## src/rtl/core/b64d_pkg.sv

```systemverilog
// ----------------------------------------------------------------------------
// b64d_pkg
// Shared types, character codes and the sextet lookup for the base64 decoder.
// ----------------------------------------------------------------------------
package b64d_pkg;

    localparam int FifoDepth  = 8;
    localparam int PtrW       = $clog2(FifoDepth);
    localparam int CntW       = $clog2(FifoDepth + 1);
    localparam int MaxPerWord = 3;
    localparam int AcceptMax  = FifoDepth - MaxPerWord;

    localparam logic [7:0] CHAR_UPPER_A = 8'h41;
    localparam logic [7:0] CHAR_UPPER_Z = 8'h5A;
    localparam logic [7:0] CHAR_LOWER_A = 8'h61;
    localparam logic [7:0] CHAR_LOWER_Z = 8'h7A;
    localparam logic [7:0] CHAR_DIGIT_0 = 8'h30;
    localparam logic [7:0] CHAR_DIGIT_9 = 8'h39;
    localparam logic [7:0] CHAR_PLUS    = 8'h2B;
    localparam logic [7:0] CHAR_SLASH   = 8'h2F;
    localparam logic [7:0] CHAR_PAD     = 8'h3D;

    localparam logic [5:0] SEXTET_PLUS  = 6'd62;
    localparam logic [5:0] SEXTET_SLASH = 6'd63;
    localparam logic [5:0] LOWER_BASE   = 6'd26;
    localparam logic [5:0] DIGIT_BASE   = 6'd52;

    typedef enum logic [1:0] {
        STAT_OK       = 2'd0,
        STAT_BAD_CHAR = 2'd1,
        STAT_BAD_PAD  = 2'd2,
        STAT_PARTIAL  = 2'd3
    } status_t;

    typedef struct packed {
        logic [7:0] data_byte;
        logic       has_byte;
        logic       last_byte;
        status_t    status;
    } result_t;

    typedef struct packed {
        logic       valid;
        logic [5:0] value;
    } sextet_t;

    function automatic sextet_t sextet_of(input logic [7:0] c);
        sextet_t s;
        logic [7:0] d;
        s.valid = 1'b1;
        s.value = '0;
        d = '0;
        if (c >= CHAR_UPPER_A && c <= CHAR_UPPER_Z) begin
            d = c - CHAR_UPPER_A;
            s.value = d[5:0];
        end else if (c >= CHAR_LOWER_A && c <= CHAR_LOWER_Z) begin
            d = c - CHAR_LOWER_A;
            s.value = d[5:0] + LOWER_BASE;
        end else if (c >= CHAR_DIGIT_0 && c <= CHAR_DIGIT_9) begin
            d = c - CHAR_DIGIT_0;
            s.value = d[5:0] + DIGIT_BASE;
        end else if (c == CHAR_PLUS) begin
            s.value = SEXTET_PLUS;
        end else if (c == CHAR_SLASH) begin
            s.value = SEXTET_SLASH;
        end else begin
            s.valid = 1'b0;
        end
        return s;
    endfunction

endpackage

```

## src/rtl/core/base64_stream_decoder_top.sv

```systemverilog
// ----------------------------------------------------------------------------
// base64_stream_decoder_top
// Base64 text decoder, one character word in, one decoded byte word out.
// ----------------------------------------------------------------------------
// Input channel: char_code/last_char with char_valid/char_stall. One character
// is taken per cycle while char_stall is low; the state update and up to
// three results are computed in the cycle the word is accepted and written
// into an 8-entry result queue. Output channel: data_byte/has_byte/last_byte/
// status with byte_valid and byte_stall, one result per word, taken from the
// head of the queue, where results are offered in the order written.
// Throughput, while byte_stall is low: one character per cycle sustained; a
// full group of four gives three bytes, drained one per cycle while the next
// characters arrive. char_stall rises while more than five results are queued,
// so a stalled receiver backs the input up after at most two groups; nothing is
// dropped. End of string always gives a result with last_byte set, after which
// the group state and fault flag are back at their reset values. Reset clears
// the group state, the fault flag and the queue.
// ----------------------------------------------------------------------------
module base64_stream_decoder_top
    import b64d_pkg::*;
(
    input  logic       clk,
    input  logic       rst_n,
    input  logic [7:0] char_code,
    input  logic       last_char,
    input  logic       char_valid,
    output logic       char_stall,
    output logic [7:0] data_byte,
    output logic       has_byte,
    output logic       last_byte,
    output logic [1:0] status,
    output logic       byte_valid,
    input  logic       byte_stall
);

    logic [1:0]  group_pos_reg, group_pos_next;
    logic [17:0] gather_reg, gather_next;
    logic        pad_reg, pad_next;
    logic        faulted_reg, faulted_next;
    status_t     fault_code_reg, fault_code_next;

    result_t     fifo_reg [FifoDepth];
    logic [PtrW-1:0] rd_ptr_reg, wr_ptr_reg;
    logic [CntW-1:0] count_reg;

    result_t     res [MaxPerWord];
    logic [1:0]  n_res;
    sextet_t     sx;
    logic [23:0] grp;
    logic        in_acc, out_acc;

    assign in_acc     = char_valid && !char_stall;
    assign out_acc    = byte_valid && !byte_stall;
    assign char_stall = (count_reg > CntW'(AcceptMax));
    assign byte_valid = (count_reg != '0);

    assign data_byte = fifo_reg[rd_ptr_reg].data_byte;
    assign has_byte  = fifo_reg[rd_ptr_reg].has_byte;
    assign last_byte = fifo_reg[rd_ptr_reg].last_byte;
    assign status    = fifo_reg[rd_ptr_reg].status;

    assign sx = sextet_of(char_code);

    always_comb
    begin
        group_pos_next  = group_pos_reg;
        gather_next     = gather_reg;
        pad_next        = pad_reg;
        faulted_next    = faulted_reg;
        fault_code_next = fault_code_reg;
        n_res           = 2'd0;
        grp             = '0;
        for (int k = 0; k < MaxPerWord; k++)
        begin
            res[k] = '{data_byte: 8'h00, has_byte: 1'b0, last_byte: 1'b0,
                       status: STAT_OK};
        end

        if (faulted_reg)
        begin
            if (last_char)
            begin
                res[0].last_byte = 1'b1;
                res[0].status    = fault_code_reg;
                n_res            = 2'd1;
            end
        end else if (char_code == CHAR_PAD)
        begin
            if (group_pos_reg == 2'd2 && !pad_reg && !last_char)
            begin
                gather_next    = {gather_reg[11:0], 6'd0};
                group_pos_next = 2'd3;
                pad_next       = 1'b1;
            end else if (group_pos_reg == 2'd3 && last_char)
            begin
                grp = {gather_reg, 6'd0};
                res[0].data_byte = grp[23:16];
                res[0].has_byte  = 1'b1;
                if (!pad_reg)
                begin
                    res[1].data_byte = grp[15:8];
                    res[1].has_byte  = 1'b1;
                    res[1].last_byte = 1'b1;
                    n_res            = 2'd2;
                end else
                begin
                    res[0].last_byte = 1'b1;
                    n_res            = 2'd1;
                end
            end else
            begin
                faulted_next    = 1'b1;
                fault_code_next = STAT_BAD_PAD;
                if (last_char)
                begin
                    res[0].last_byte = 1'b1;
                    res[0].status    = STAT_BAD_PAD;
                    n_res            = 2'd1;
                end
            end
        end else if (!sx.valid || pad_reg)
        begin
            faulted_next    = 1'b1;
            fault_code_next = sx.valid ? STAT_BAD_PAD : STAT_BAD_CHAR;
            if (last_char)
            begin
                res[0].last_byte = 1'b1;
                res[0].status    = fault_code_next;
                n_res            = 2'd1;
            end
        end else if (group_pos_reg == 2'd3)
        begin
            grp = {gather_reg, sx.value};
            res[0].data_byte = grp[23:16];
            res[0].has_byte  = 1'b1;
            res[1].data_byte = grp[15:8];
            res[1].has_byte  = 1'b1;
            res[2].data_byte = grp[7:0];
            res[2].has_byte  = 1'b1;
            res[2].last_byte = last_char;
            n_res            = 2'd3;
            group_pos_next   = 2'd0;
            gather_next      = '0;
        end else
        begin
            gather_next    = {gather_reg[11:0], sx.value};
            group_pos_next = group_pos_reg + 2'd1;
            if (last_char)
            begin
                res[0].last_byte = 1'b1;
                res[0].status    = STAT_PARTIAL;
                n_res            = 2'd1;
            end
        end

        if (last_char)
        begin
            group_pos_next  = 2'd0;
            gather_next     = '0;
            pad_next        = 1'b0;
            faulted_next    = 1'b0;
            fault_code_next = STAT_OK;
        end
    end

    always_ff @(posedge clk or negedge rst_n)
    begin
        if (!rst_n)
        begin
            group_pos_reg  <= '0;
            gather_reg     <= '0;
            pad_reg        <= 1'b0;
            faulted_reg    <= 1'b0;
            fault_code_reg <= STAT_OK;
            rd_ptr_reg     <= '0;
            wr_ptr_reg     <= '0;
            count_reg      <= '0;
        end else
        begin
            if (in_acc)
            begin
                group_pos_reg  <= group_pos_next;
                gather_reg     <= gather_next;
                pad_reg        <= pad_next;
                faulted_reg    <= faulted_next;
                fault_code_reg <= fault_code_next;
                wr_ptr_reg     <= wr_ptr_reg + PtrW'(n_res);
            end
            if (out_acc)
            begin
                rd_ptr_reg <= rd_ptr_reg + PtrW'(1);
            end
            count_reg <= count_reg + (in_acc ? CntW'(n_res) : CntW'(0))
                         - (out_acc ? CntW'(1) : CntW'(0));
        end
    end

    always_ff @(posedge clk)
    begin
        if (in_acc)
        begin
            for (int k = 0; k < MaxPerWord; k++)
            begin
                if (k < int'(n_res))
                begin
                    fifo_reg[wr_ptr_reg + PtrW'(k)] <= res[k];
                end
            end
        end
    end

    a_count_bound: assert property (@(posedge clk) disable iff (!rst_n)
        count_reg <= CntW'(FifoDepth))
        else $error("result queue overflow");

    a_end_clears: assert property (@(posedge clk) disable iff (!rst_n)
        in_acc && last_char |=> group_pos_reg == 2'd0 && !faulted_reg && !pad_reg)
        else $error("state not cleared after end of string");

    a_fault_quiet: assert property (@(posedge clk) disable iff (!rst_n)
        in_acc && faulted_reg && !last_char |=> count_reg <= $past(count_reg))
        else $error("result produced while faulted");

    a_data_ok: assert property (@(posedge clk) disable iff (!rst_n)
        byte_valid && has_byte |-> status == STAT_OK)
        else $error("data result with nonzero status");

endmodule

```

## config.mk

```make
export PLATFORM = sky130hd
export DESIGN_NAME = base64_stream_decoder_top
export DESIGN_NICKNAME = d
export VERILOG_FILES = /design/src/rtl/core/b64d_pkg.sv /design/src/rtl/core/base64_stream_decoder_top.sv
export SDC_FILE = /design/constraint.sdc
export NUM_CORES = 1
export LEC_CHECK = 0
export ABC_AREA = 0
export BUFFER_PORTS_ARGS = -buffer_cell sky130_fd_sc_hd__buf_2
export CORE_MARGIN = 2
export CORE_UTILIZATION = 40
export CTS_CLUSTER_DIAMETER = 120
export DETAILED_ROUTE_END_ITERATION = 8
export PLACE_DENSITY = 0.58
export SLEW_MARGIN = 20
export SYNTH_ARGS = -nofsm -noshare
export SYNTH_HDL_FRONTEND = slang
export SYNTH_SLANG_ARGS = --single-unit
```

## constraint.sdc

```tcl
create_clock -name clk -period 9 [get_ports clk]
set_clock_uncertainty 0.15 [all_clocks]
set_input_delay 0.45 -clock clk [delete_from_list [all_inputs] [get_ports clk]]
set_output_delay 0.45 -clock clk [all_outputs]
set_load 0.01 [all_outputs]
```

==> results.cfg, run 1 <==
[status]
outcome = finished clean

[yosys]
synthArstFlopShare_pct = 26.2
synth-edff-count = 80
yosysMostFrequentCell = nand2_1
synth_area_leader_cell = edfxtp_1
ys_seq_area_share_pct = 41.5
synthesis.nets = 891
syn_area_per_cell_um2 = 10.1
yosysUniqueCellTypes = 88
synth_warnings = 0
yosysTopAreaCellShare_pct = 27.9
ys_seq_elements = 130
synth_common_cells = nand2_1, edfxtp_1, o21ai_0
synth_cells = 855
syn_area_um2 = 8600
synth_area_leaders = edfxtp_1, dfrtp_1, mux4_2
synth_ff_type = edfxtp_1

[grt]
grt_pass1_wl_mm = 43.4
grt_pass1_vias = 6927
antenna_found_initial = 0
grt_overflow_total = 0
grt_start_max_net_pins = 38
grt_usage_pct = 26.2

[clock_network]
clock_latency_ns = 0.44
cts_hold_buf = 1
root_buffer = clkbuf_16
cts_buffer_depth = 2
numCtsBuffers = 17
post_cts_buffers = 0
cts_resized = 0
cts.sinks = 130
clk_pin_slew_worst_paths_ns = 0.06
htree_num_levels = 4
cts_tree = done

[critical_path]
path_cells = buf_2 -> inv_1 -> ha_1 -> a21oi_1 -> nor2_1 -> a211oi_4 -> o21ai_1 -> nor2_1 -> nand2_1 -> ha_1 -> inv_1 -> ha_1 -> a21o_1 -> a21oi_1 -> xor2_1
crit_buf_inv = 3
start_kind = input pin
worst_setup_path_end_kind = flip-flop
critPathTopFamily = compound AO/OA/AOI/OAI gates
crit_type = in -> reg
r2r_cells = 8
cp_slowest_cell = a211oi_4
rrSetupSlack_ns = 5.24
crit_top_cell = ha_1
cp.arrival_ns = 4.14
cp.depth = 15
critPathMaxFanout = 17
crit_required_ns = 9.21
slowest_delay_ns = 0.65

[floorplanning]
core_um2 = 21100
dieHeight_um = 151
die_x_um = 151
num_rows = 53
io_pins = 27
start_util_pct = 40.8
die-area_um2 = 22700

[sta]
setup_viol = 0
finalCriticalPeriod_ns = 3.93
setup_ws_ns = 5.07
worstMarginPinSlew_ns = 1.11
whs_ns = 0.271
slew_headroom_pct = 25.1
post-route-period-util_pct = 43.7
rsz0062_at_grt = no
fin_tns_setup_ns = 0
maxSlewViolCount = 0
hold_viol = 0
fmax_mhz = 254

[layout]
layout-drive-gt1-share_pct = 17.8
largest_reg_flops = 96
layout.nets = 890
syn2layout_area_growth_pct = 9.92
diodes = 0
utilization_pct = 44.8

[route]
ant_nets = 0
drc_errors = 0
drt-total-wl_mm = 28.6
dr.pass1.iters = 6
routed-via-count = 7416
dr.first_iter.drc_count = 1055
via_per_inst = 6.49
avgRoutedWirePerCell_um = 25.1

[job]
max_cap_viol_count = 0

[placed_design]
port_buffers = 26
gp_congestion = 1.01
hpwlAfterDp_mm = 20.6
post-place-ws_ns = 4.67

[hold_path]
hold_class = in -> reg
holdPathStages = 3

[pwr]
p_per_area_nw_per_um2 = 253
leakage_nw = 3.18
ir_drop_v = 0.000111
[placed cells by master, fill, tap and decap left out, drive strengths merged, types with 18 or more instances in the layout]
cell / synthesis / layout
o21ai: 80 / 80
dfrtp: 34 / 34
mux4: 24 / 24
edfxtp: 80 / 80
nor3: 18 / 18
nand3: 40 / 40
inv: 22 / 25
buf: 34 / 37
nor2: 29 / 29
ha: 21 / 21
o221ai: 31 / 31
nand2: 115 / 115
clkbuf: 25 / 20
a21oi: 64 / 64
nand4: 19 / 19
[final timing paths]
check | startpoint | end
setup / recovery | char_code[2] | count_reg[3]
hold / removal | byte_stall | rd_ptr_reg[0]
setup reg to reg | count_reg[3] | fifo_reg[1][11]
hold reg to reg | fifo_reg[7][0] | fifo_reg[7][0]
max in group asynchronous | rst_n | rd_ptr_reg[0]
min in group asynchronous | rst_n | rd_ptr_reg[0]
[layout make-up]
| type | count | area, um2 |
|---|---|---|
| well taps | 275 | 344 |
| clock inverters | 13 | 159 |
| fillers | 2012 | 11600 |
| repair buffers | 39 | 230 |
| inverters | 22 | 82.6 |
| multi-input cells | 644 | 4630 |
| clock buffers | 19 | 433 |
| flip-flops and latches | 130 | 3570 |
[report_power, final]
part           total (mW)  internal (mW)  switching (mW)
clock network       0.714          0.436           0.279
registers           0.893          0.734           0.159
logic               0.789          0.349           0.440
total                2.40           1.52           0.878
[routing by layer]
layer	vias up	GRT usage (%)	wire length [um]
met2	415	38.2	12400
met4	0	12.1	1280
met1	3583	37.4	12300
met3	86	5.18	2630
met5	-	0	0
li1	3332	-	-
[logic make-up (layout without fill, tap and decap cells)]
group	Yosys count	in the layout	share of synthesized area [%]
compound gates	297	297	25.1
simple gates	278	278	16.2
flops	130	130	41.5
buf+inv	81	93	4.78
mux	37	37	7.98
fa+ha+maj	23	23	3.52
xor+xnor	9	9	0.916
[metrics by stage]
stage	power (mW)	cell area, um2	std cells
final	2.40	9460	1142
after detailed placement	1.68	8840	1108
after floorplan	1.44	8600	855
after global routing	2.53	9460	1142
after CTS	2.40	9440	1141
after global placement	1.68	8840	1108
[tightest hold or removal path, stage by stage]
cell and delay (ns):
buf_2 0.07, a21oi_1 0.13, xor2_1 0.16
No activity file was read; power rests on OpenSTA's default activity.
==> run 2, diff against run 1 <==
--- a/config.mk
+++ b/config.mk
@@ -5,13 +5,13 @@
 export SDC_FILE = /design/constraint.sdc
 export NUM_CORES = 1
 export LEC_CHECK = 0
-export ABC_AREA = 0
+export ABC_AREA = 1
 export BUFFER_PORTS_ARGS = -buffer_cell sky130_fd_sc_hd__buf_2
 export CORE_MARGIN = 2
 export CORE_UTILIZATION = 40
 export CTS_CLUSTER_DIAMETER = 120
 export DETAILED_ROUTE_END_ITERATION = 8
-export PLACE_DENSITY = 0.58
+export PLACE_DENSITY = 0.6
 export SLEW_MARGIN = 20
 export SYNTH_ARGS = -nofsm -noshare
 export SYNTH_HDL_FRONTEND = slang
==> constraint.sdc (replaced) <==
create_clock -name clk -period 3.15 [get_ports clk]
set_clock_uncertainty 0.15 [all_clocks]
set_input_delay 0.1575 -clock clk [delete_from_list [all_inputs] [get_ports clk]]
set_output_delay 0.1575 -clock clk [all_outputs]
set_load 0.01 [all_outputs]
==> run 2 against run 1 <==
Net effect:
- die area is 1.5% lower
- global-route usage increased by 0.59 points
- sequential power grew to 2.8 times the previous value
- sequential share of layout area decreased by 1.5 points
- first-iteration DRC count is 13% higher
- synthesized cell count rose by 32%
- register-to-register slack got worse by 5.0 ns
- non-clock buffer count increased by 51
- area after synthesis decreased by 1.5%
- sequential cell count is the same
- critical path type is now reg -> reg
- largest cell class unchanged
- largest power group is now combinational cells
==> results.cfg, run 2 <==
[critical_path]
cp.arrival_ns = 3.00
crit_type = reg -> reg
crit_required_ns = 3.25
critPathMaxFanout = 39
worst_setup_path_end_kind = flip-flop
r2r_cells = 12
start_kind = flip-flop

[yosys]
synth-compound-area-share_pct = 15.5
syn_area_per_cell_um2 = 7.52
synth_area_leaders = edfxtp_1, nor2_1, dfrtp_1
synth_ff_type = edfxtp_1
synth_warnings = 0
synthAdderAreaFrac_pct = 3.57
synth_area_leader_cell = edfxtp_1
yosysMostFrequentCell = nor2_1
ys_seq_area_share_pct = 42.2
synthesis.nets = 1163
synth-simple-area-share_pct = 30.0
synth_top_family_by_area = simple AND/OR/NAND/NOR gates
synthArstFlopShare_pct = 26.2
yosysTopAreaCellShare_pct = 28.3
synth_cells = 1127
synth_xor_area_share_pct = 1.55
synth_common_cells = nor2_1, nand2_1, o21ai_0
ys_seq_elements = 130
synth-edff-count = 80
syn_area_um2 = 8480
synthMuxAreaShare_pct = 0
yosysUniqueCellTypes = 41

[floorplanning]
io_pins = 27
core_um2 = 20900
dieHeight_um = 150
num_rows = 53
die-area_um2 = 22400
start_util_pct = 40.6
die_x_um = 150

[route]
via_per_inst = 5.70
m1WireLength_mm = 12.8
top_layer = met4
routed-via-count = 8334
dr.first_iter.drc_count = 1187
drt-total-wl_mm = 29.4
avgRoutedWirePerCell_um = 20.1
drc_errors = 0
wl_met3_mm = 2.13
met2_length_mm = 13.2
ant_nets = 0
dr.pass1.iters = 5

[clock_network]
cts_hold_buf = 2
cts.sinks = 130
clk_pin_slew_worst_paths_ns = 0.07
cts_resized = 0
cts_tree = done
htree_num_levels = 4
cts_buffer_depth = 2
root_buffer = clkbuf_16
clock_latency_ns = 0.43
numCtsBuffers = 17
post_cts_buffers = 0

[pwr]
power.total_mw = 7.93
ir_drop_v = 0.000406
leakage_nw = 4.10
p_per_area_nw_per_um2 = 805

[grt]
grt_overflow_total = 0
antenna_found_initial = 0
grt_pass1_wl_mm = 44.8
grt_start_max_net_pins = 51
grt_pass1_vias = 7583
grt_usage_pct = 26.7

[sta]
slew_headroom_pct = 40.8
finalCriticalPeriod_ns = 2.91
worstMarginPinSlew_ns = 0.888
setup_viol = 0
fmax_mhz = 344
post-route-period-util_pct = 92.3
maxSlewViolCount = 0
fin_tns_setup_ns = 0
rsz0062_at_grt = no
hold_viol = 0

[placed_design]
hpwlAfterDp_mm = 21.5
gp_congestion = 0.967
port_buffers = 26
dpl.cell_count = 1428

[layout]
layout.nets = 1210
syn2layout_area_growth_pct = 16.1
final_cell_mix = nor2_1, nand2_1, o21ai_0
layout-drive-gt1-share_pct = 12.7
largest_reg_flops = 96
diodes = 0
final_common_cell = nor2_1
final_cells = 1462

[job]
max_cap_viol_count = 0

[hold_path]
holdPathStages = 4
hold_class = in -> reg

[status]
outcome = finished clean
==> run 2: cell types whose count changed in the layout (fill, tap and decap cells not counted), moves of 10 or more <==
cell | before | now
nand2_1 | 113 | 145
o21ai_0 | 64 | 104
a21oi_1 | 58 | 71
o21ai_1 | 12 | 2
and2_1 | 14 | 0
mux4_2 | 24 | 0
nand4_1 | 18 | 61
mux2_2 | 13 | 0
inv_1 | 22 | 75
nor2_1 | 27 | 272
nand3_1 | 39 | 60
o221ai_1 | 31 | 12
buf_4 | 11 | 59
==> run 2: cells by family after synthesis <==
| logic type | Yosys count |
|---|---|
| flip-flops | 130 |
| XOR/XNOR | 15 |
| buffers and inverters | 146 |
| adder cells (fa/ha/maj) | 23 |
| AND/OR/NAND/NOR | 577 |
| AO/OA/AOI/OAI | 236 |
==> run 2: area by class of cell <==
type / instances / area (um2)
Fill cell: 2099 / 11000
Multi-Input combinational cell: 851 / 4290
Sequential cell: 130 / 3570
Timing Repair Buffer: 90 / 653
Clock buffer: 17 / 425
Tap cell: 275 / 344
Inverter: 84 / 315
Clock inverter: 15 / 241
==> run 2: report_power, final <==
part           internal (mW)  switching [mW]
combinational          0.997            2.13
clock                   1.43           0.837
sequential              2.14           0.386
total                   4.57            3.35
==> run 2: routing by layer <==
| metal | track usage [%] | vias to the layer above |
|---|---|---|
| met3 | 4.85 | 69 |
| met5 | 0 | - |
| met4 | 11.7 | 0 |
| li1 | - | 3986 |
| met2 | 41.1 | 377 |
| met1 | 36.9 | 3902 |
==> run 2: path summary, 6_finish.rpt <==
check                          startpoint             end  slack (ns)
max in group asynchronous           rst_n  gather_reg[15]        2.04
hold reg to reg            fifo_reg[0][0]  fifo_reg[0][0]        0.32
setup / recovery             count_reg[3]  fifo_reg[5][6]        0.24
hold / removal               char_code[0]   gather_reg[0]        0.05
min in group asynchronous           rst_n   rd_ptr_reg[2]        0.21
setup reg to reg             count_reg[3]  fifo_reg[5][6]        0.24
==> run 2: worst max-delay path, stage by stage (launching register included) <==
cell,delay [ns]
dfrtp_1,0.37
inv_1,0.07
ha_1,0.16
nand2_1,0.05
nand2_1,0.07
nand3_1,0.28
inv_2,0.32
nand2_2,0.15
nand2_4,0.23
buf_12,0.24
buf_4,0.22
nand4_1,0.09
a21oi_1,0.28
==> run 2: metrics by stage <==
| stage | hold slack [ns] | utilization (%) | cell area, um2 | setup slack (ns) |
|---|---|---|---|---|
| finish | 0.0470 | 47.1 | 9840 | 0.243 |
| global route | 0.0645 | 47.1 | 9840 | 0.101 |
| CTS | 0.0307 | 47.1 | 9840 | 0.353 |
| detailed placement | 0.168 | 43.8 | 9160 | 0.0534 |
| global placement | 0.164 | 43.8 | 9160 | 0.0103 |
| floorplan | -0.288 | - | 8480 | 0.247 |
